[config.mk]
export PLATFORM = sky130hd
export DESIGN_NAME = complex_magnitude_rounded
export DESIGN_NICKNAME = d
export VERILOG_FILES = /design/src/rtl/cmr_pkg.sv /design/src/rtl/cmr_square_sum.sv /design/src/rtl/cmr_sqrt.sv /design/src/rtl/complex_magnitude_rounded.sv
export SDC_FILE = /design/constraint.sdc
export NUM_CORES = 2
export LEC_CHECK = 0
export ABC_AREA = 1
export BUFFER_PORTS_ARGS = -buffer_cell sky130_fd_sc_hd__buf_4
export CAP_MARGIN = 10
export CORE_MARGIN = 4
export CORE_UTILIZATION = 65
export DETAILED_ROUTE_END_ITERATION = 12
export HOLD_SLACK_MARGIN = 0.1
export PLACE_DENSITY = 0.91
export SLEW_MARGIN = 20
export SYNTH_ARGS = -nofsm -noshare
export SYNTH_HDL_FRONTEND = slang
export SYNTH_SLANG_ARGS = --single-unit
[constraint.sdc]
create_clock -name clk_i -period 13.28 [get_ports clk_i]
set_input_delay 2.656 -clock clk_i [delete_from_list [all_inputs] [get_ports clk_i]]
set_output_delay 2.656 -clock clk_i [all_outputs]
set_load 0.01 [all_outputs]
[src/rtl/cmr_pkg.sv]
// ----------------------------------------------------------------------------
// cmr_pkg: shared types and constants for the complex magnitude block
// Widths of the datapath and one step of the digit-by-digit square root.
// ----------------------------------------------------------------------------
package cmr_pkg;

  localparam int SAMPLE_BITS     = 16;
  localparam int MAG_BITS        = 16;
  localparam int SUM_W           = 2 * SAMPLE_BITS;
  localparam int ROOT_W          = SAMPLE_BITS;
  localparam int REM_W           = ROOT_W + 2;
  localparam int STEPS_PER_STAGE = 2;
  localparam int SQRT_STAGES     = (ROOT_W + STEPS_PER_STAGE - 1) / STEPS_PER_STAGE;
  // abs, square and sum stages, then the root stages, then the rounding register
  localparam int LATENCY         = 3 + SQRT_STAGES + 1;

  typedef logic [SAMPLE_BITS-1:0] sample_t;
  typedef logic [SUM_W-1:0]       sum_t;
  typedef logic [ROOT_W-1:0]      root_t;
  typedef logic [REM_W-1:0]       rem_t;
  typedef logic [MAG_BITS-1:0]    mag_t;

  typedef struct packed {
    rem_t  rem;
    root_t root;
    sum_t  rad;
  } sqrt_state_t;

  // one result bit: bring down two radicand bits, try (root << 2) | 1
  function automatic sqrt_state_t sqrt_step(input sqrt_state_t st);
    rem_t        rem_sh;
    rem_t        trial;
    sqrt_state_t nx;
    rem_sh = {st.rem[REM_W-3:0], st.rad[SUM_W-1 -: 2]};
    trial  = {st.root, 2'b01};
    nx.rad = {st.rad[SUM_W-3:0], 2'b00};
    if (rem_sh >= trial) begin
      nx.rem  = rem_sh - trial;
      nx.root = {st.root[ROOT_W-2:0], 1'b1};
    end else begin
      nx.rem  = rem_sh;
      nx.root = {st.root[ROOT_W-2:0], 1'b0};
    end
    return nx;
  endfunction

endpackage

[src/rtl/cmr_square_sum.sv]
// ----------------------------------------------------------------------------
// cmr_square_sum: sum of squares front end
// Three stages: absolute values, the two squares, their sum.
// ----------------------------------------------------------------------------
module cmr_square_sum (
  input  logic                    clk_i,
  input  logic                    rst_ni,
  input  logic                    valid_i,
  input  logic signed [cmr_pkg::SAMPLE_BITS-1:0] real_part_i,
  input  logic signed [cmr_pkg::SAMPLE_BITS-1:0] imag_part_i,
  output logic                    valid_o,
  output cmr_pkg::sum_t           sum_o
);

  cmr_pkg::sample_t re_u, im_u;
  cmr_pkg::sample_t abs_re_d, abs_im_d, abs_re_q, abs_im_q;
  cmr_pkg::sum_t    sq_re_d, sq_im_d, sq_re_q, sq_im_q;
  cmr_pkg::sum_t    sum_d, sum_q;
  logic [2:0]       vld_q;

  assign re_u = cmr_pkg::sample_t'(real_part_i);
  assign im_u = cmr_pkg::sample_t'(imag_part_i);

  // the most negative code negates to itself, which is the right unsigned value
  assign abs_re_d = re_u[cmr_pkg::SAMPLE_BITS-1] ? (~re_u + 1'b1) : re_u;
  assign abs_im_d = im_u[cmr_pkg::SAMPLE_BITS-1] ? (~im_u + 1'b1) : im_u;

  assign sq_re_d = cmr_pkg::sum_t'(abs_re_q) * cmr_pkg::sum_t'(abs_re_q);
  assign sq_im_d = cmr_pkg::sum_t'(abs_im_q) * cmr_pkg::sum_t'(abs_im_q);

  // at most 2^(SUM_W-1), so no carry out
  assign sum_d = sq_re_q + sq_im_q;

  always_ff @(posedge clk_i or negedge rst_ni) begin
    if (!rst_ni) begin
      vld_q <= '0;
    end else begin
      vld_q <= {vld_q[1:0], valid_i};
    end
  end

  always_ff @(posedge clk_i) begin
    abs_re_q <= abs_re_d;
    abs_im_q <= abs_im_d;
    sq_re_q  <= sq_re_d;
    sq_im_q  <= sq_im_d;
    sum_q    <= sum_d;
  end

  assign valid_o = vld_q[2];
  assign sum_o   = sum_q;

`ifndef SYNTH
  a_sum_range: assert property (@(posedge clk_i) disable iff (!rst_ni)
    valid_o |-> (!sum_o[cmr_pkg::SUM_W-1] || (sum_o[cmr_pkg::SUM_W-2:0] == '0)))
    else $error("sum of squares above 2^(SUM_W-1)");
`endif

endmodule

[src/rtl/cmr_sqrt.sv]
// ----------------------------------------------------------------------------
// cmr_sqrt: pipelined integer square root
// Restoring digit-by-digit root, two result bits per register stage; gives
// floor(sqrt(s)) and the remainder s - root^2.
// ----------------------------------------------------------------------------
module cmr_sqrt (
  input  logic           clk_i,
  input  logic           rst_ni,
  input  logic           valid_i,
  input  cmr_pkg::sum_t  sum_i,
  output logic           valid_o,
  output cmr_pkg::root_t root_o,
  output cmr_pkg::rem_t  rem_o
);

  cmr_pkg::sqrt_state_t           st_q  [cmr_pkg::SQRT_STAGES];
  cmr_pkg::sqrt_state_t           st_in [cmr_pkg::SQRT_STAGES];
  logic [cmr_pkg::SQRT_STAGES-1:0] vld_q;

  for (genvar g = 0; g < cmr_pkg::SQRT_STAGES; g++) begin : g_stage
    cmr_pkg::sqrt_state_t step_d;

    if (g == 0) begin : g_first
      assign st_in[g] = '{rem: '0, root: '0, rad: sum_i};
    end else begin : g_next
      assign st_in[g] = st_q[g-1];
    end

    always_comb begin
      step_d = st_in[g];
      for (int j = 0; j < cmr_pkg::STEPS_PER_STAGE; j++) begin
        if (g * cmr_pkg::STEPS_PER_STAGE + j < cmr_pkg::ROOT_W) begin
          step_d = cmr_pkg::sqrt_step(step_d);
        end
      end
    end

    always_ff @(posedge clk_i) begin
      st_q[g] <= step_d;
    end
  end

  always_ff @(posedge clk_i or negedge rst_ni) begin
    if (!rst_ni) begin
      vld_q <= '0;
    end else begin
      vld_q <= {vld_q[cmr_pkg::SQRT_STAGES-2:0], valid_i};
    end
  end

  assign valid_o = vld_q[cmr_pkg::SQRT_STAGES-1];
  assign root_o  = st_q[cmr_pkg::SQRT_STAGES-1].root;
  assign rem_o   = st_q[cmr_pkg::SQRT_STAGES-1].rem;

`ifndef SYNTH
  a_rem_bound: assert property (@(posedge clk_i) disable iff (!rst_ni)
    valid_o |-> (rem_o <= {root_o, 1'b0}))
    else $error("square root remainder exceeds twice the root");
`endif

endmodule

[src/rtl/complex_magnitude_rounded.sv]
// ----------------------------------------------------------------------------
// complex_magnitude_rounded: rounded magnitude of a complex bin
// sqrt(re^2 + im^2) rounded to the nearest integer, fully pipelined.
// ----------------------------------------------------------------------------
// A new bin is taken on every clock where start_i is high; busy_o is always
// low, so words may stream in back to back with no gaps. Each result appears
// on magnitude_o with done_o high for one cycle, once its start_i has passed
// through the absolute value, squaring and summing registers, the square
// root stages (two root bits per stage over 16 bits) and the round-to-nearest
// register. Results come out in input order; the block holds no state
// between bins.
module complex_magnitude_rounded (
  input  logic                                   clk_i,
  input  logic                                   rst_ni,
  input  logic                                   start_i,
  output logic                                   busy_o,
  input  logic signed [cmr_pkg::SAMPLE_BITS-1:0] real_part_i,
  input  logic signed [cmr_pkg::SAMPLE_BITS-1:0] imag_part_i,
  output logic                                   done_o,
  output logic        [cmr_pkg::MAG_BITS-1:0]    magnitude_o
);

  logic                     accept;
  logic                     sum_vld;
  cmr_pkg::sum_t            sum;
  logic                     root_vld;
  cmr_pkg::root_t           root;
  cmr_pkg::rem_t            rem;
  logic [cmr_pkg::ROOT_W:0] rnd;
  cmr_pkg::mag_t            mag_d, mag_q;
  logic                     done_q;

  assign busy_o = 1'b0;
  assign accept = start_i && !busy_o;

  cmr_square_sum u_square_sum (
    .clk_i       (clk_i),
    .rst_ni      (rst_ni),
    .valid_i     (accept),
    .real_part_i (real_part_i),
    .imag_part_i (imag_part_i),
    .valid_o     (sum_vld),
    .sum_o       (sum)
  );

  cmr_sqrt u_sqrt (
    .clk_i   (clk_i),
    .rst_ni  (rst_ni),
    .valid_i (sum_vld),
    .sum_i   (sum),
    .valid_o (root_vld),
    .root_o  (root),
    .rem_o   (rem)
  );

  // round up when s - r^2 > r, i.e. sqrt(s) >= r + 0.5
  assign rnd   = {1'b0, root} + {{cmr_pkg::ROOT_W{1'b0}}, (rem > cmr_pkg::rem_t'(root))};
  assign mag_d = cmr_pkg::mag_t'(rnd);

  always_ff @(posedge clk_i or negedge rst_ni) begin
    if (!rst_ni) begin
      done_q <= 1'b0;
    end else begin
      done_q <= root_vld;
    end
  end

  always_ff @(posedge clk_i) begin
    mag_q <= mag_d;
  end

  assign done_o      = done_q;
  assign magnitude_o = mag_q;

`ifndef SYNTH
  a_done_latency: assert property (@(posedge clk_i) disable iff (!rst_ni)
    done_o |-> $past(accept, cmr_pkg::LATENCY))
    else $error("result word without a matching start");

  a_zero_in_zero_out: assert property (@(posedge clk_i) disable iff (!rst_ni)
    (done_o && $past(accept && (real_part_i == '0) && (imag_part_i == '0),
                     cmr_pkg::LATENCY)) |-> (magnitude_o == '0))
    else $error("zero bin gave a nonzero magnitude");
`endif

endmodule

# Yosys cells after proc, flatten, opt, wreduce, memory -nomap -nowiden
# Memories as Yosys holds them, arrays and structs flattened.
# Cells that the tools add are included.
# W data, S select, Z words.
[op_classes]
n_addsub = 20
multipliers = 2
order_cmp = 17
muxes = 18
n_bitwise = 2
[ops]
columns = ["operator", "n"]
rows = [
  ["$mux W34", 8],
  ["$ge A18 B18 Y1", 15],
  ["$mux W32", 8],
  ["$sub A18 B18 Y18", 8],
  ["$sub A16 B16 Y16", 7],
  ["$mul A16 B16 Y32", 2],
  ["$add A16 B1 Y16 const B", 2],
  ["$add A32 B32 Y32", 1],
  ["$not A16 Y16", 2],
  ["$mux W15", 2],
  ["$gt A18 B16 Y1", 1],
  ["$add A16 B1 Y16", 1],
  ["$sub A2 B1 Y3 const B", 1],
  ["$ge A2 B1 Y1 const B", 1],
]
[totals]
ff_bits = 156
mem_bits_rw = 496
out_inout_bits = 18
elab_cells = 71
n_memories = 1
[memory_table]
columns = ["memory", "depth", "word_bits", "rd", "rd_clocked_by_memory_dff", "wr", "line", "text"]
rows = [
  ["u_sqrt.st_q", 8, 62, 8, 0, 8, "cmr_sqrt.sv:16", "cmr_pkg::sqrt_state_t st_q [cmr_pkg::SQRT_STAGES];"],
]

# Depth between registers and ports, before layout
# An unclocked memory read counts as a cell.
[depth]
ltp_word = 5
depth_mapped = 27
ltp_nobuf = 26

# Cells and area by module
# A second synthesis with hierarchy kept.
[hier_totals]
hier_cells = 5692
hier_area_um2 = 40886.7
[by_module_without_submodules]
columns = ["module", "n_inst", "cells_per_inst", "area_per_inst_um2"]
rows = [
  ["cmr_square_sum", 1, 2962, 21486.9],
  ["cmr_sqrt", 1, 2583, 18263.8],
  ["complex_magnitude_rounded", 1, 147, 1136.1],
]

# Least setup slack after synthesis
# OpenSTA, ideal clock, no wires.
[synth_path]
path_kind = "flip-flop to flip-flop"
from = "register u_square_sum.abs_im_q[2]"
to = "register u_square_sum.sq_im_q[28]"
setup_time_ps = 126
arrival_ps = 5443
t_required_ps = 13154
path_slack_ps = 7711
stages_incl_launch_ff = 23
period_less_slack_ps = 5569
path_cell_list = "dfxtp_1 clkbuf_1 clkbuf_1 nand2_1 fa_1 fa_1 inv_1 fa_1 fa_1 fa_1 inv_1 fa_1 inv_1 ha_1 a21oi_1 o21ai_0 o21bai_1 a21oi_1 nor2_1 o21a_1 nand3_1 o211ai_1 xor2_1"
[synth_between]
elab_chain_cells = 1
[synth_rtl]
columns = ["element", "line", "text"]
rows = [
  ["start, declared", "cmr_square_sum.sv:16", "cmr_pkg::sample_t abs_re_d, abs_im_d, abs_re_q, abs_im_q;"],
  ["start signal, assigned", "cmr_square_sum.sv:44", "abs_im_q <= abs_im_d;"],
  ["$mul A16 B16 Y32", "cmr_square_sum.sv:29", "assign sq_im_d = cmr_pkg::sum_t'(abs_im_q) * cmr_pkg::sum_t'(abs_im_q);"],
  ["named net u_square_sum.sq_im_d[28]", "cmr_square_sum.sv:17", "cmr_pkg::sum_t sq_re_d, sq_im_d, sq_re_q, sq_im_q;"],
  ["end signal, assigned", "cmr_square_sum.sv:46", "sq_im_q <= sq_im_d;"],
  ["end, declared", "cmr_square_sum.sv:17", ""],
]
# The timed path passes the listed nets, and every way through them passes these cells.
# A chain may end at the register's enable or synchronous reset.

# Final worst setup path
[layout_path]
from = "register u_square_sum.abs_re_q[6]"
to = "register u_square_sum.sq_re_q[29]"
[layout_between]
elab_chain_cells = 1
[layout_rtl]
columns = ["element", "line", "text"]
rows = [
  ["start, declared", "cmr_square_sum.sv:16", ""],
  ["start signal, assigned", "cmr_square_sum.sv:43", "abs_re_q <= abs_re_d;"],
  ["$mul A16 B16 Y32", "cmr_square_sum.sv:28", "assign sq_re_d = cmr_pkg::sum_t'(abs_re_q) * cmr_pkg::sum_t'(abs_re_q);"],
  ["named net u_square_sum.sq_re_d[29]", "cmr_square_sum.sv:17", ""],
  ["end signal, assigned", "cmr_square_sum.sv:45", "sq_re_q <= sq_re_d;"],
  ["end, declared", "cmr_square_sum.sv:17", ""],
]
# The timed path passes the listed nets, and every way through them passes these cells.

==> results.sh <==
export IMPL_outcome="completed"
export IMPL_antenna_found_initial=2
export IMPL_async_reset_ff_share_pct=2.597
export IMPL_tightest_slew_ns=0.7652
export IMPL_crit_fanout=16
export IMPL_die_height_um=252.2
export IMPL_nFillCells=4505
export IMPL_clk_path_buf_depth=3
export IMPL_vias=32540
export IMPL_ys_seq_elements=462
export IMPL_synthFlopType="dfxtp_1"
export IMPL_finalSetupTns_ns=0
export IMPL_cts_root_buffer="clkbuf_16"
export IMPL_cts_htree_levels=2
export IMPL_cts_setup_buffers=0
export IMPL_max_freq_ghz=0.1636
export IMPL_min_path_type="flip-flop to flip-flop"
export IMPL_pre_cts_ws_ns=7.259
export IMPL_clkLatencyLatePin_ns=0.59
export IMPL_syn_avg_cell_area_um2=7.687
export IMPL_arrival_ns=6.58
export IMPL_diodes=0
export IMPL_grt_pass1_vias=33100
export IMPL_synth_area_leader_cell="dfxtp_1"
export IMPL_cp_cell_sequence="nand2_1, fa_1, inv_1, fa_1, fa_1, fa_1, fa_1, inv_1, fa_1, inv_1, ha_1, nand2_1, nor4_1, o21ai_0, nand3_1, a31o_2, a21oi_1, xor2_1"
export IMPL_finalSetupViolations=0
export IMPL_viasPerCell=5.553
export IMPL_cts_sinks=462
export IMPL_finalMaxSlewViolations=0
export IMPL_cp_common_cell="fa_1"
export IMPL_ys_seq_area_share_pct=24.02
export IMPL_dp_hpwl_um=74160
export IMPL_fin_ws_ns=7.168
export IMPL_initial_core_util_pct=65.67
export IMPL_finClkSkew_ns=0.01874
export IMPL_drive_gt1_share_pct=4.776
export IMPL_syn_cell_area_um2=38760
export IMPL_finalHoldViolCount=0
export IMPL_slowest_stage="dfxtp_1"
export IMPL_syn_to_final_growth_pct=6.596
export IMPL_cts_tree="done"
export IMPL_utilization_pct=70.00
export IMPL_first_pass_iters=6
export IMPL_fin_area_um2=41310
export IMPL_synthCells=5042
export IMPL_period_share_pct=46.02
export IMPL_clk_pin_slew_ns=0.06
export IMPL_ys_top_cells_by_area="dfxtp_1, fa_1, ha_1"
export IMPL_row_count=89
export IMPL_ioPinCount=53
export IMPL_avgRoutedWirePerCell_um=15.66
export IMPL_routed_wl_met2_um=46310
export IMPL_place_area_um2=39680
export IMPL_hold_buffers=0
export IMPL_synthDistinctLibCells=63
export IMPL_grt_max_degree=23
export IMPL_dieWidth_um=252.2
export IMPL_place_congestion=0.9740
export IMPL_antenna_left=0
export IMPL_critPathKind="flip-flop to flip-flop"
export IMPL_final_cell_mix="nand2_1, inv_1, dfxtp_1"
export IMPL_drtIter0Drc=2563
export IMPL_drcViolationCount=0
export IMPL_grt_usage_pct=28.89
export IMPL_die_area_um2=63590
export IMPL_yosys_warnings=0
export IMPL_cts_repair_resized=0
export IMPL_finalNetCount=5809
export IMPL_cts_buffers=47
export IMPL_top_layer_used="met5"
export IMPL_cap_violations=0
export IMPL_wl_met3_um=5326
export IMPL_endpoint_kind="flip-flop"
export IMPL_final_common_cell="nand2_1"
export IMPL_grt_first_pass_wirelength_um=153400
export IMPL_rsz0062_at_grt="false"
export IMPL_required_ns=13.74
export IMPL_finalWirelength_um=91800
export IMPL_grt_ovfl_total=0
export IMPL_wl_met1_um=34840
export IMPL_synth_edff_count=0
export IMPL_worstSetupStartpointType="flip-flop"
export IMPL_synth_top_area_share_pct=23.24
export IMPL_slowest_delay_ns=0.74
export IMPL_portBuffers=51
export IMPL_coreArea_um2=59020
export IMPL_slew_headroom_pct=48.92
export IMPL_period_needed_ns=6.112
-- final timing paths --
check                                         start                  endpoint  slack, ns  depth (start not counted)
setup / recovery           u_square_sum.abs_re_q[6]  u_square_sum.sq_re_q[29]       7.17                         18
hold / removal                  u_sqrt.st_q[0][138]       u_sqrt.st_q[0][204]       0.32                          0
setup reg to reg           u_square_sum.abs_re_q[6]  u_square_sum.sq_re_q[29]       7.17                         18
hold reg to reg                 u_sqrt.st_q[0][138]       u_sqrt.st_q[0][204]       0.32                          0
max in group asynchronous                    rst_ni           u_sqrt.vld_q[4]      11.22                          1
min in group asynchronous                    rst_ni     u_square_sum.vld_q[0]       1.90                          1
-- cell usage after synthesis (6+ instances only) --
master,n
nand4_1,48
inv_1,999
dfrtp_1,12
xor2_1,184
nand2_1,1157
o21bai_1,20
nand3_2,8
a21o_1,21
a211oi_1,6
xnor2_1,74
nor3_1,51
o21a_1,14
nor2_2,8
a21oi_1,228
clkbuf_1,69
nand3b_1,12
o21ai_0,187
nor2_1,304
buf_2,8
ha_1,398
o21ai_1,6
nor2_4,12
a31oi_1,26
o211ai_1,9
nand3_1,259
fa_1,324
nor4_1,18
buf_6,9
nand2_2,21
inv_2,9
or2_2,13
o21ai_2,6
dfxtp_1,450
nand2_4,6
-- through the flow --
stage                     cells  hold slack [ns]
after detailed placement   5776           0.3121
after floorplan            5043           0.3096
final                      5861           0.3154
after global placement     5776           0.3102
after CTS                  5861           0.3179
after global routing       5861           0.3269
-- area by class of cell --
class                      count  area, µm²  share of cell area, %
clock inverter                30      370.4                 0.8965
multi-input combinational   3475      25190                  60.98
inverter                    1014       3816                  9.237
sequential                   462       9309                  22.53
tap                          773      967.2                  2.341
timing repair buffer          52      390.4                 0.9449
clock buffer                  55       1266                  3.065
-- state kept, by name, summed over array words and instances (netlist names) --
signal                 count
u_sqrt.st_q              308
u_square_sum.sq_im_q      31
u_square_sum.abs_im_q     16
done_o                     1
u_sqrt.vld_q               8
magnitude_o               16
u_square_sum.vld_q         3
u_square_sum.sum_o        32
u_square_sum.sq_re_q      31
u_square_sum.abs_re_q     16
-- critical path, delay by kind of cell (launching register included) --
kind	cells	cell delay, ns
fa+ha+maj	7	3.45
simple gates	4	1.04
flops	1	0.74
compound gates	3	0.48
buf+inv	3	0.16
xor+xnor	1	0.14
-- logic make-up (layout without fill, tap and decap cells) --
group,Yosys count,in the layout,synth area share (%)
AOI/OAI and AO/OA,553,553,8.094
DFF,462,462,24.02
buffers and inverters,1106,1151,10.99
adders and majority gates,722,722,29.59
and+or+nand+nor,1938,1938,21.39
other,2,3,0.01938
xor gates and xnor gates,259,259,5.902
-- metal layers --
layer,global-route usage [%],up-vias
li1,-,15700
met1,33.59,15120
met2,52.42,1325
met3,3.385,388
met4,15.05,4
met5,0,-
Power is not shown: default switching activity piles up to over one toggle a cycle in this logic, so the estimate is an artifact.
